[src/design/tfc_pkg.sv]
`default_nettype none

package tfc_pkg;

    // Top-level sequencer states
    typedef enum logic [2:0] {
        S_IDLE,
        S_CRC,
        S_CHECK,
        S_ARITH,
        S_FIN
    } t_state;

    // Arithmetic unit phases
    typedef enum logic [2:0] {
        A_IDLE,
        A_DIV,
        A_SQ,
        A_SQRT,
        A_CORD,
        A_MUL1,
        A_MUL2,
        A_DONE
    } t_aphase;

    // Result status codes
    typedef enum logic [1:0] {
        STAT_OK  = 2'd0,
        STAT_CRC = 2'd1,
        STAT_RS  = 2'd2,
        STAT_OFF = 2'd3
    } t_status;

    // Configuration register indexes
    localparam logic [2:0] CFG_ENABLE = 3'd0;
    localparam logic [2:0] CFG_CPG    = 3'd1;
    localparam logic [2:0] CFG_GAUGE  = 3'd2;
    localparam logic [2:0] CFG_LIMIT  = 3'd3;
    localparam logic [2:0] CFG_NORMAL = 3'd4;

    localparam logic [7:0]  CRC_POLY    = 8'h1D;
    localparam logic [7:0]  CRC_INIT    = 8'hFF;
    localparam logic [7:0]  CRC_XOUT    = 8'hFF;
    localparam logic [16:0] Q16_ONE     = 17'h10000;
    localparam logic [16:0] HALF_PI_Q16 = 17'd102944;
    localparam logic [18:0] LEVEL_MAX   = 19'd524287;
    localparam logic [6:0]  LEVEL_SCALE = 7'd100;
    localparam logic [36:0] ROUND_HALF  = 37'd32768;

    // Request to the arithmetic unit
    typedef struct packed {
        logic        start;
        logic [15:0] mag;
        logic [14:0] cpg;
        logic [11:0] gauge;
    } t_arith_req;

    // Response from the arithmetic unit
    typedef struct packed {
        logic        done;
        logic [18:0] mag;
    } t_arith_rsp;

    // One byte of CRC-8, MSB first
    function automatic logic [7:0] crc8_byte(input logic [7:0] crc, input logic [7:0] data);
        logic [7:0] c;
        c = crc ^ data;
        for (int b = 0; b < 8; b++) begin
            c = c[7] ? ({c[6:0], 1'b0} ^ CRC_POLY) : {c[6:0], 1'b0};
        end
        return c;
    endfunction

    // round(atan(2^-i) * 65536)
    function automatic logic [15:0] atan_q16(input logic [3:0] i);
        logic [15:0] a;
        case (i)
            4'd0:    a = 16'd51472;
            4'd1:    a = 16'd30386;
            4'd2:    a = 16'd16055;
            4'd3:    a = 16'd8150;
            4'd4:    a = 16'd4091;
            4'd5:    a = 16'd2047;
            4'd6:    a = 16'd1024;
            4'd7:    a = 16'd512;
            4'd8:    a = 16'd256;
            4'd9:    a = 16'd128;
            4'd10:   a = 16'd64;
            4'd11:   a = 16'd32;
            4'd12:   a = 16'd16;
            4'd13:   a = 16'd8;
            4'd14:   a = 16'd4;
            default: a = 16'd2;
        endcase
        return a;
    endfunction

endpackage

`default_nettype wire

[src/design/tilt_frame_check_and_cross_level_top.sv]
// Tilt frame checker and cross-level converter.
//
// Input channel: i_in_valid / o_in_stall carry one 32-bit sensor frame
// (i_rx_frame) per item. Output channel: o_out_valid / i_out_stall carry
// one result item: cross level in signed 0.01 mm, status, return-status
// code, health flag and the consecutive CRC error count.
// Configuration: write i_cfg_data into register i_cfg_index while
// i_cfg_we is high; write only while the block is idle.
//
// A disabled block sends an item straight to its final state. Otherwise the
// CRC runs over the upper three bytes, then the check; a frame rejected
// on CRC or return status then goes to its final state. A good frame passes
// through the shared arithmetic unit: 16 divide steps (skipped when the
// sample is zero or at full scale), 17 square root steps, 16 CORDIC steps
// and the two multiplies. One item is in flight at a time; the next item is
// taken the cycle after the result is loaded into the output register.
// Reset restores register defaults (disabled, 6000 counts/g, 1435 mm,
// limit 3, normal code 1) and clears the error run, health and last level.
// A stalled result holds in the output register; a finished item waits in
// its final state until the output register is free.
`default_nettype none

module tilt_frame_check_and_cross_level_top
    import tfc_pkg::*;
(
    input  wire                i_clk,
    input  wire                i_rst_n,
    input  wire                i_in_valid,
    output logic               o_in_stall,
    input  wire         [31:0] i_rx_frame,
    output logic               o_out_valid,
    input  wire                i_out_stall,
    output logic signed [19:0] o_cross_level,
    output logic        [1:0]  o_status,
    output logic        [1:0]  o_rs_code,
    output logic               o_healthy_out,
    output logic        [7:0]  o_crc_errors_out,
    input  wire                i_cfg_we,
    input  wire         [2:0]  i_cfg_index,
    input  wire         [14:0] i_cfg_data
);

    // configuration
    logic        r_enable;
    logic [14:0] r_cpg;
    logic [11:0] r_gauge;
    logic [7:0]  r_limit;
    logic [1:0]  r_normal;

    // sequencer and item context
    t_state      r_state, n_state;
    logic [31:0] r_frame, n_frame;
    logic [7:0]  r_crc, n_crc;
    logic [1:0]  r_byte, n_byte;
    t_status     r_stat, n_stat;
    logic signed [19:0] r_level, n_level;

    // persistent state
    logic [7:0]  r_run, n_run;
    logic        r_healthy, n_healthy;
    logic signed [19:0] r_last, n_last;

    // output register
    logic        r_out_valid, n_out_valid;
    logic signed [19:0] r_o_level, n_o_level;
    logic [1:0]  r_o_status, n_o_status;
    logic [1:0]  r_o_rs, n_o_rs;
    logic        r_o_healthy, n_o_healthy;
    logic [7:0]  r_o_run, n_o_run;

    logic        w_accept;
    logic        w_load;
    logic [7:0]  w_byte;
    logic [15:0] w_sample;
    logic [7:0]  w_run_inc;
    t_arith_req  w_req;
    t_arith_rsp  w_rsp;

    assign w_accept = i_in_valid && !o_in_stall;
    assign w_load   = (r_state == S_FIN) && (!r_out_valid || !i_out_stall);
    assign w_sample = r_frame[23:8];
    assign w_run_inc = (r_run != 8'hFF) ? (r_run + 8'd1) : r_run;

    // pick the CRC byte, top byte first
    always_comb begin
        case (r_byte)
            2'd0:    w_byte = r_frame[31:24];
            2'd1:    w_byte = r_frame[23:16];
            default: w_byte = r_frame[15:8];
        endcase
    end

    assign w_req.mag   = w_sample[15] ? (~w_sample + 16'd1) : w_sample;
    assign w_req.cpg   = r_cpg;
    assign w_req.gauge = r_gauge;
    assign w_req.start = (r_state == S_CHECK) && ((r_crc ^ CRC_XOUT) == r_frame[7:0])
                         && (r_frame[25:24] == r_normal);

    tfc_arith u_arith (
        .i_clk   (i_clk),
        .i_rst_n (i_rst_n),
        .i_req   (w_req),
        .o_rsp   (w_rsp)
    );

    always_comb begin
        n_state     = r_state;
        n_frame     = r_frame;
        n_crc       = r_crc;
        n_byte      = r_byte;
        n_stat      = r_stat;
        n_level     = r_level;
        n_run       = r_run;
        n_healthy   = r_healthy;
        n_last      = r_last;
        n_out_valid = r_out_valid && i_out_stall;
        n_o_level   = r_o_level;
        n_o_status  = r_o_status;
        n_o_rs      = r_o_rs;
        n_o_healthy = r_o_healthy;
        n_o_run     = r_o_run;
        case (r_state)
            S_IDLE: begin
                if (w_accept) begin
                    n_frame = i_rx_frame;
                    if (!r_enable) begin
                        n_stat  = STAT_OFF;
                        n_state = S_FIN;
                    end else begin
                        n_crc   = CRC_INIT;
                        n_byte  = '0;
                        n_state = S_CRC;
                    end
                end
            end
            S_CRC: begin
                // advance one byte per cycle
                n_crc  = crc8_byte(r_crc, w_byte);
                n_byte = r_byte + 2'd1;
                if (r_byte == 2'd2) begin
                    n_state = S_CHECK;
                end
            end
            S_CHECK: begin
                if ((r_crc ^ CRC_XOUT) != r_frame[7:0]) begin
                    n_stat  = STAT_CRC;
                    n_state = S_FIN;
                end else if (r_frame[25:24] != r_normal) begin
                    n_stat  = STAT_RS;
                    n_state = S_FIN;
                end else begin
                    n_state = S_ARITH;
                end
            end
            S_ARITH: begin
                if (w_rsp.done) begin
                    n_level = w_sample[15] ? -signed'({1'b0, w_rsp.mag})
                                           : signed'({1'b0, w_rsp.mag});
                    n_stat  = STAT_OK;
                    n_state = S_FIN;
                end
            end
            S_FIN: begin
                // hold until the output register is free
                if (w_load) begin
                    n_out_valid = 1'b1;
                    n_o_status  = r_stat;
                    n_o_level   = r_last;
                    n_o_rs      = r_frame[25:24];
                    n_o_healthy = r_healthy;
                    n_o_run     = r_run;
                    case (r_stat)
                        STAT_OK: begin
                            n_run       = '0;
                            n_healthy   = 1'b1;
                            n_last      = r_level;
                            n_o_level   = r_level;
                            n_o_healthy = 1'b1;
                            n_o_run     = '0;
                        end
                        STAT_CRC: begin
                            n_run   = w_run_inc;
                            n_o_run = w_run_inc;
                            n_o_rs  = '0;
                            if (w_run_inc >= r_limit) begin
                                n_healthy   = 1'b0;
                                n_o_healthy = 1'b0;
                            end
                        end
                        STAT_RS: begin
                            n_run       = '0;
                            n_healthy   = 1'b0;
                            n_o_healthy = 1'b0;
                            n_o_run     = '0;
                        end
                        default: begin
                            n_o_rs = '0;
                        end
                    endcase
                    n_state = S_IDLE;
                end
            end
            default: begin
                n_state = S_IDLE;
            end
        endcase
    end

    always_ff @(posedge i_clk) begin
        if (!i_rst_n) begin
            r_state     <= S_IDLE;
            r_byte      <= '0;
            r_stat      <= STAT_OK;
            r_run       <= '0;
            r_healthy   <= 1'b0;
            r_last      <= '0;
            r_out_valid <= 1'b0;
        end else begin
            r_state     <= n_state;
            r_byte      <= n_byte;
            r_stat      <= n_stat;
            r_run       <= n_run;
            r_healthy   <= n_healthy;
            r_last      <= n_last;
            r_out_valid <= n_out_valid;
        end
    end

    always_ff @(posedge i_clk) begin
        r_frame     <= n_frame;
        r_crc       <= n_crc;
        r_level     <= n_level;
        r_o_level   <= n_o_level;
        r_o_status  <= n_o_status;
        r_o_rs      <= n_o_rs;
        r_o_healthy <= n_o_healthy;
        r_o_run     <= n_o_run;
    end

    // configuration writes
    always_ff @(posedge i_clk) begin
        if (!i_rst_n) begin
            r_enable <= 1'b0;
            r_cpg    <= 15'd6000;
            r_gauge  <= 12'd1435;
            r_limit  <= 8'd3;
            r_normal <= 2'd1;
        end else if (i_cfg_we) begin
            case (i_cfg_index)
                CFG_ENABLE: r_enable <= i_cfg_data[0];
                CFG_CPG:    r_cpg    <= i_cfg_data;
                CFG_GAUGE:  r_gauge  <= i_cfg_data[11:0];
                CFG_LIMIT:  r_limit  <= i_cfg_data[7:0];
                CFG_NORMAL: r_normal <= i_cfg_data[1:0];
                default: begin
                    // drop writes to unknown registers
                end
            endcase
        end
    end

    assign o_in_stall       = (r_state != S_IDLE);
    assign o_out_valid      = r_out_valid;
    assign o_cross_level    = r_o_level;
    assign o_status         = r_o_status;
    assign o_rs_code        = r_o_rs;
    assign o_healthy_out    = r_o_healthy;
    assign o_crc_errors_out = r_o_run;

endmodule

`default_nettype wire

[src/design/tfc_arith.sv]
`default_nettype none

// Level magnitude from a sample magnitude: ratio by restoring division,
// cosine by bit-pair square root, angle by CORDIC vectoring, then scaling.
// One shared add/subtract unit carries the divide, root and CORDIC y path.
module tfc_arith
    import tfc_pkg::*;
(
    input  wire        i_clk,
    input  wire        i_rst_n,
    input  t_arith_req i_req,
    output t_arith_rsp o_rsp
);

    t_aphase r_phase, n_phase;
    logic [4:0]  r_cnt, n_cnt;
    logic [14:0] r_rem, n_rem;
    logic [16:0] r_r, n_r;
    logic [32:0] r_v, n_v;
    logic [32:0] r_res, n_res;
    logic [32:0] r_bit, n_bit;
    logic signed [19:0] r_x, n_x;
    logic signed [19:0] r_y, n_y;
    logic signed [19:0] r_z, n_z;
    logic [28:0] r_p1, n_p1;
    logic [35:0] r_p2, n_p2;

    // shared unit
    logic signed [34:0] w_sa, w_sb, w_sum;
    logic               w_sub, w_ge;

    logic [33:0]        w_trial;
    logic [33:0]        w_sq;
    logic signed [19:0] w_xsh, w_ysh, w_xs, w_zs;
    logic               w_ypos;
    logic [15:0]        w_atan;
    logic [16:0]        w_zc;
    logic [36:0]        w_round;

    assign w_trial = {1'b0, r_res} + {1'b0, r_bit};
    assign w_sq    = 34'(r_r) * 34'(r_r);
    assign w_xsh   = r_x >>> r_cnt[3:0];
    assign w_ysh   = r_y >>> r_cnt[3:0];
    assign w_ypos  = !r_y[19] && (r_y != 20'sd0);
    assign w_atan  = atan_q16(r_cnt[3:0]);
    assign w_xs    = w_ypos ? (r_x + w_ysh) : (r_x - w_ysh);
    assign w_zs    = w_ypos ? (r_z + signed'({4'b0, w_atan})) : (r_z - signed'({4'b0, w_atan}));

    always_comb begin
        case (r_phase)
            A_DIV: begin
                w_sa  = signed'({19'b0, r_rem, 1'b0});
                w_sb  = signed'({20'b0, i_req.cpg});
                w_sub = 1'b1;
            end
            A_SQRT: begin
                w_sa  = signed'({2'b0, r_v});
                w_sb  = signed'({1'b0, w_trial});
                w_sub = 1'b1;
            end
            A_CORD: begin
                w_sa  = 35'(r_y);
                w_sb  = 35'(w_xsh);
                w_sub = w_ypos;
            end
            default: begin
                w_sa  = '0;
                w_sb  = '0;
                w_sub = 1'b0;
            end
        endcase
        w_sum = w_sub ? (w_sa - w_sb) : (w_sa + w_sb);
        w_ge  = !w_sum[34];
    end

    always_comb begin
        if (r_z[19]) begin
            w_zc = '0;
        end else if (r_z[18:0] > {2'b0, HALF_PI_Q16}) begin
            w_zc = HALF_PI_Q16;
        end else begin
            w_zc = r_z[16:0];
        end
    end

    assign w_round    = {1'b0, r_p2} + ROUND_HALF;
    assign o_rsp.done = (r_phase == A_DONE);
    assign o_rsp.mag  = (w_round[36:16] > {2'b0, LEVEL_MAX}) ? LEVEL_MAX : w_round[34:16];

    always_comb begin
        n_phase = r_phase;
        n_cnt   = r_cnt;
        n_rem   = r_rem;
        n_r     = r_r;
        n_v     = r_v;
        n_res   = r_res;
        n_bit   = r_bit;
        n_x     = r_x;
        n_y     = r_y;
        n_z     = r_z;
        n_p1    = r_p1;
        n_p2    = r_p2;
        case (r_phase)
            A_IDLE: begin
                if (i_req.start) begin
                    n_cnt = '0;
                    if (i_req.mag == 16'd0) begin
                        n_r     = '0;
                        n_phase = A_SQ;
                    end else if (i_req.mag >= {1'b0, i_req.cpg}) begin
                        n_r     = Q16_ONE;
                        n_phase = A_SQ;
                    end else begin
                        n_rem   = i_req.mag[14:0];
                        n_r     = '0;
                        n_phase = A_DIV;
                    end
                end
            end
            A_DIV: begin
                // one quotient bit per cycle
                if (w_ge) begin
                    n_rem = w_sum[14:0];
                end else begin
                    n_rem = {r_rem[13:0], 1'b0};
                end
                n_r   = {r_r[15:0], w_ge};
                n_cnt = r_cnt + 5'd1;
                if (r_cnt == 5'd15) begin
                    n_phase = A_SQ;
                end
            end
            A_SQ: begin
                n_v     = 33'((34'h1_0000_0000) - w_sq);
                n_res   = '0;
                n_bit   = 33'h1_0000_0000;
                n_cnt   = '0;
                n_phase = A_SQRT;
            end
            A_SQRT: begin
                // one root bit per cycle
                if (w_ge) begin
                    n_v   = w_sum[32:0];
                    n_res = (r_res >> 1) + r_bit;
                end else begin
                    n_res = r_res >> 1;
                end
                n_bit = r_bit >> 2;
                n_cnt = r_cnt + 5'd1;
                if (r_cnt == 5'd16) begin
                    n_x     = signed'({3'b0, n_res[16:0]});
                    n_y     = signed'({3'b0, r_r});
                    n_z     = '0;
                    n_cnt   = '0;
                    n_phase = A_CORD;
                end
            end
            A_CORD: begin
                n_x   = w_xs;
                n_y   = w_sum[19:0];
                n_z   = w_zs;
                n_cnt = r_cnt + 5'd1;
                if (r_cnt == 5'd15) begin
                    n_phase = A_MUL1;
                end
            end
            A_MUL1: begin
                n_p1    = 29'(w_zc) * 29'(i_req.gauge);
                n_phase = A_MUL2;
            end
            A_MUL2: begin
                n_p2    = 36'(r_p1) * 36'(LEVEL_SCALE);
                n_phase = A_DONE;
            end
            A_DONE: begin
                n_phase = A_IDLE;
            end
            default: begin
                n_phase = A_IDLE;
            end
        endcase
    end

    always_ff @(posedge i_clk) begin
        if (!i_rst_n) begin
            r_phase <= A_IDLE;
            r_cnt   <= '0;
        end else begin
            r_phase <= n_phase;
            r_cnt   <= n_cnt;
        end
    end

    always_ff @(posedge i_clk) begin
        r_rem <= n_rem;
        r_r   <= n_r;
        r_v   <= n_v;
        r_res <= n_res;
        r_bit <= n_bit;
        r_x   <= n_x;
        r_y   <= n_y;
        r_z   <= n_z;
        r_p1  <= n_p1;
        r_p2  <= n_p2;
    end

endmodule

`default_nettype wire

[config.mk]
export PLATFORM = sky130hd
export DESIGN_NAME = tilt_frame_check_and_cross_level_top
export DESIGN_NICKNAME = d
export VERILOG_FILES = /design/src/design/tfc_pkg.sv /design/src/design/tilt_frame_check_and_cross_level_top.sv /design/src/design/tfc_arith.sv
export SDC_FILE = /design/constraint.sdc
export NUM_CORES = 2
export LEC_CHECK = 0
export BUFFER_PORTS_ARGS = -buffer_cell sky130_fd_sc_hd__buf_4
export CAP_MARGIN = 20
export CORE_ASPECT_RATIO = 1.25
export CORE_MARGIN = 2
export CORE_UTILIZATION = 32
export DETAILED_ROUTE_END_ITERATION = 12
export PLACE_DENSITY_LB_ADDON = 0.1
export SYNTH_ARGS = -nofsm -noshare
export SYNTH_HDL_FRONTEND = slang
export SYNTH_SLANG_ARGS = --single-unit
[constraint.sdc]
create_clock -name i_clk -period 21.2 [get_ports i_clk]
set_clock_uncertainty 0.05 [all_clocks]
set_input_delay 1.06 -clock i_clk [delete_from_list [all_inputs] [get_ports i_clk]]
set_output_delay 1.06 -clock i_clk [all_outputs]
set_load 0.005 [all_outputs]
# After elaboration in Yosys (flattened, before gate mapping)
# Memory sizes are Yosys's and may differ from the RTL's. A register that Yosys moved wholly into a read port is not among the register bits.
# Cells that the tools add are included.
# Widths: inputs -> output; s select.
# classes
n_shift	2
n_eq_ne	40
add_sub_neg	15
n_lt_le_gt_ge	4
n_mul	3
bitwise	11
mux	79
reduce_logical	46
# ops
cell	count
$pmux 35 s3	2
$pmux 33 s2	3
$mux 20	6
$pmux 20 s2	3
$mux 17	5
$mux 33	2
$mux 15	4
$mux 5	10
$pmux 8 s2	3
$sshr 20x4->20	2
$mux 19	2
$add 36x16->37 const B	1
$mux 3	12
$add 35x35->35	1
$mux 35	1
$sub 35x35->35	1
$add 33x33->34	1
$mul 29x5->34 const B	1
$pmux 17 s2	1
$add 32x33->33	1
$mul 17x17->33	1
$sub 33x33->33 const A	1
$not 4->4	8
$pmux 15 s2	1
other kinds (59)	127
# word_totals
output_inout_bits	35
input_bits	55
word_cells	234
romBits	256
regBits	430
mem_count	1
# memory_table
memory	words	width	read_ports	rd_clocked_by_memory_dff	wr	line	rtl
(no name shown)	16	16	1	1	0	tfc_pkg.sv:77	case (i)

# Logic depth before layout (Yosys ltp)
# logic_depth
ltp_word	20
mapped_depth	32
depth_no_buf	31

# By module
# Synthesis repeated with hierarchy kept, for this count alone.
# unflattened
cells_unflattened	4991
area_unflattened_um2	45443.6
# by_module_without_submodules
mod	seq_area_each_um2	area_each_um2	n_inst	cells_each
tfc_arith	7236.9	37728.7	1	4267
tilt_frame_check_and_cross_level_top	4294.1	7714.9	1	724

# Least setup slack after synthesis
# No wires, ideal clock.
# synth_path
path_type	reg2reg
start	reg u_arith.r_cnt[0]
end	reg u_arith.r_v[0], enable pin
arrival_ps	9349
synth_period_minus_slack_ps	9873
setup_slack_ps	11327
required_time_ps	20676
path_buffers	5
setup_ps	474
stages_incl_launch_ff	28
path_cell_list	dfxtp_1 buf_6 buf_2 buf_2 buf_1 mux4_2 and2_1 a211oi_1 a21oi_1 a222oi_1 ha_1 nand3_1 nor4_2 nand4b_1 o41ai_4 nand2_1 o21ai_0 ha_1 and3_1 a311o_1 a21oi_1 nor3_1 or4_1 a41o_1 clkbuf_1 o31ai_1 nand2_1 a21boi_0
# synth_via
elab_chain_cells	6
word_cells_on_any_way	7
cone_classes	2 x add/sub; 1 x eq/ne; 1 x shift; 2 x mux; 1 x reduce/logical
# synth_rtl
item	line	rtl
start, declared	tfc_arith.sv:16	logic [4:0] r_cnt, n_cnt;
start signal, assigned	tfc_arith.sv:190	r_cnt <= n_cnt;
$sshr 20x4->20 *	tfc_arith.sv:42	assign w_xsh = r_x >>> r_cnt[3:0];
$pmux 35 s3 *	tfc_arith.sv:50	case (r_phase)
$add 35x35->35 or $sub 35x35->35 (tied branches)	tfc_arith.sv:72	w_sum = w_sub ? (w_sa - w_sb) : (w_sa + w_sb);
$mux 35 *	tfc_arith.sv:72	
$ne 2x2->1 (no source line) *	-	
$reduce_and 2->1 (no source line) *	-	
end signal, assigned	tfc_arith.sv:197	r_v <= n_v;
end, declared	tfc_arith.sv:19	logic [32:0] r_v, n_v;
# Every way passes the cells marked *; elsewhere a longest branch is shown, timed or not.
# A chain may end at the register's enable or synchronous reset.

# Worst setup path in the final report
# layout_path
start	reg u_arith.r_phase[1]
end	reg u_arith.r_v[30], enable pin
# layout_via
elab_chain_cells	6
word_cells_on_any_way	14
cone_classes	2 x add/sub; 5 x eq/ne; 4 x mux; 3 x reduce/logical
# layout_rtl
item	line	rtl
start, declared	tfc_arith.sv:15	t_aphase r_phase, n_phase;
start signal, assigned	tfc_arith.sv:189	r_phase <= n_phase;
$eq 3x3->1, or another cell as far along	tfc_arith.sv:50	
$pmux 35 s3 or $reduce_or 2->1 (tied branches)	-	
$add 35x35->35, or another cell as far along	tfc_arith.sv:72	
$mux 35	tfc_arith.sv:72	
$ne 2x2->1 (no source line)	-	
$reduce_and 2->1 (no source line) *	-	
# Marks and branches as above.

==> metrics.cfg <==
[clock_tree]
postCtsSetupBuffers=0
cts.path.max_buffers=3
cts_buffers=52
clk_latency_ns=0.67
clockRootBuffer=clkbuf_16
hold_buffers=0
cts.sinks=417
ctsHtreeMaxLevel=2
path_clk_slew_ns=0.06
cts_resized=0
cts_tree=built

[global_route]
grt_pass1_vias=36330
grt_overflow=0
grt_pass1_wl_mm=211.1
grt_max_degree=64
grt.total_usage_pct=18.56
antenna_found_initial=1

[cells_and_area]
drive_above_1_share_pct=7.307
layout-area-overhead-vs-synth_pct=9.850
final_cell_count_no_fill=6881
final-seq-area_sq_mm=0.01153
num-fill-cells=14620
num_antenna_cells=0
nets=5833
multi_input_area_sq_mm=0.03040

[worst_setup_path]
r2r-end=u_arith.r_v[30]$_DFFE_PP_
path_max_fanout=57
crit_family=simple AND/OR/NAND/NOR gates
crit_end=u_arith.r_v[30]$_DFFE_PP_
rr_startpoint=u_arith.r_phase[1]$_SDFFE_PN0P_
cpMaxStageDelayCell=nand2_4
crit_arrival_ns=9.35
cp_num_cells=25
cp-start-kind=register
worstSetupPathType=reg2reg
cpMostUsedCell=buf_4
slowest_delay_ns=0.62
ff2ff_path_depth=25
cp-end-kind=register
required_ns=21.45
r2r_slack_ns=12.10
path_buf_inv=5
startpoint=u_arith.r_phase[1]$_SDFFE_PN0P_

[timing]
grt_setup_unrepaired=no
setup_viol=0
slew_viol_final=0
fin_tns_setup_ns=0
hold_violations=0
slew_headroom_pct=21.20
period_share_pct=42.94
max_freq_mhz=109.8
period_needed_ns=9.104
max_slew.worst_pin.slew_ns=1.177

[placed_design]
port_buffers=89
post-place-cells=6782
gp_congestion=0.8403
dpl.hpwl_mm=107.0

[synthesis]
synth_common_cells=inv_1, nand2_1, ha_1
synthCells=4986
post-synth-top-area-fraction_pct=21.06
ys_top_cells_by_area=edfxtp_1, fa_1, ha_1, inv_1, nand2_1
yosysTopAreaCell=edfxtp_1
synth_edf_count=318
synth_area_sq_mm=0.04535
synthFlopType=edfxtp_1
syn_nets=5854
yosysUniqueCellTypes=96
synthArstFlopShare_pct=0
synth.most_common_cell=inv_1
yosys_register_bits=417
synth_area_per_cell_sq_um=9.095
yosysSeqAreaShare_pct=25.43
yosys_warnings=0

[drt]
drtPass1Iterations=5
drc=0
viasPerCell=5.033
vias=34640
ant_nets=0
routed_wirelength_mm=135.0
drt_iter0_drc=1688
routedWlPerCell_um=19.62

[die]
dieArea_sq_mm=0.1448
start_util_pct=32.19
fp.dieW_um=340.7
row_count=154
fp.dieH_um=424.9
core-area_sq_mm=0.1409
pin_count=90

[power_and_ir_drop]
p_switching_uw=3166
p_int_uw=3544
sw_frac_of_total_pct=47.18
peakVddDrop_v=0.0002457
p_leak_uw=0.02182
pwr-share-clk_pct=13.8
seqPwrFrac_pct=18.1
p_per_area_mw_per_mm2=134.7
combPwrFrac_pct=68.0

[flow_run]
maxCapViolCount=0

[run_status]
status=complete, no violations

[hold_path]
hold_class=reg2reg

-- metal layers --
layer | GRT usage, % | vias to the layer above | part of all wire [%]
met2 | 37.33 | 473 | 56
met5 | 0 | - | 0
li1 | - | 16900 | -
met4 | 4.905 | 0 | 2.5
met1 | 20.52 | 17110 | 39
met3 | 1.550 | 153 | 2.5
-- cell usage in the layout (no fill, tap or decap), types with 41 or more instances in the layout --
master     synthesis  routed
a21o_1            74      74
a21oi_1          265     265
a31oi_1           47      46
and2_1            86      85
and3_1            74      74
buf_4              2     146
clkbuf_16          0      54
dfxtp_1           99      96
edfxtp_1         318     318
fa_1             384     384
ha_1             429     429
inv_1            703     701
mux4_2            43      43
nand2_1          645     644
nand2b_1          56      56
nand3_1           87      87
nor2_1           284     281
nor3_1           100     100
o21ai_0          199     198
o31ai_1           42      41
xnor2_1          184     184
xor2_1           110     110
-- power groups by stage --
| stage | logic [uW] | registers (uW) | clock network (uW) |
|---|---|---|---|
| after global placement | 4630 | 1230 | 0 |
| after floorplan | 3480 | 1200 | 0 |
| final | 4570 | 1220 | 929 |
| after global routing | 5190 | 1220 | 986 |
| after detailed placement | 4620 | 1230 | 0 |
| after CTS | 4660 | 1220 | 961 |
-- stage by stage --
step	utilization [%]	hold slack (ns)	total power, uW	setup WS, ns	area (sq um)
6_report	35.37	0.4032	6710	12.10	49810
5_1_grt	35.37	0.4205	7397	11.50	49810
4_1_cts	35.35	0.4048	6835	12.01	49790
3_5_place_dp	34.09	0.3956	5859	12.07	48020
3_3_place_gp	34.09	0.3890	5861	12.10	48020
2_1_floorplan	-	0.3838	4681	11.33	45350
-- worst min-delay path, cell delays in order, from the launching register on --
cell and delay, ns:
dfxtp_1 0.31, nand2_1 0.05, a21oi_1 0.05
-- worst min path at each step --
stage	startpoint	to	slack, ns	cells past startpoint
2_1_floorplan	r_last[0]$_SDFFE_PN0P_	r_last[0]$_SDFFE_PN0P_	0.38	2
3_3_place_gp	r_last[3]$_SDFFE_PN0P_	r_last[3]$_SDFFE_PN0P_	0.39	2
3_5_place_dp	r_last[0]$_SDFFE_PN0P_	r_last[0]$_SDFFE_PN0P_	0.40	2
4_1_cts	r_last[0]$_SDFFE_PN0P_	r_last[0]$_SDFFE_PN0P_	0.40	2
5_1_grt	r_last[8]$_SDFFE_PN0P_	r_last[8]$_SDFFE_PN0P_	0.42	2
6_report	r_last[3]$_SDFFE_PN0P_	r_last[3]$_SDFFE_PN0P_	0.40	2
-- area by class of cell --
type,instances,share of cell area [%]
Tap cell,1872,4.702
Clock buffer,67,2.831
Timing Repair Buffer,147,2.256
Clock inverter,31,0.7083
Sequential cell,417,23.16
Inverter,705,5.315
Multi-Input combinational cell,3642,61.03
-- state kept, by name (all words and copies together) (netlist names), 16 cells and up --
register	flops
u_arith.r_x	20
u_arith.r_res	33
u_arith.r_r	17
o_cross_level	20
r_frame	32
r_last	20
u_arith.w_atan	16
r_level	20
u_arith.r_z	20
u_arith.r_p1	29
u_arith.r_v	33
u_arith.r_p2	21
u_arith.r_bit	17
u_arith.r_y	20
-- cells by family after synthesis --
kind of cell,share of synthesized area (%)
and+or+nand+nor,15.58
buffers and inverters,7.773
AOI/OAI and AO/OA,13.05
adders and majority gates,28.79
DFF,25.43
xor gates and xnor gates,5.678
muxes,3.700
Note: power is estimated with default switching activity, not from simulation.
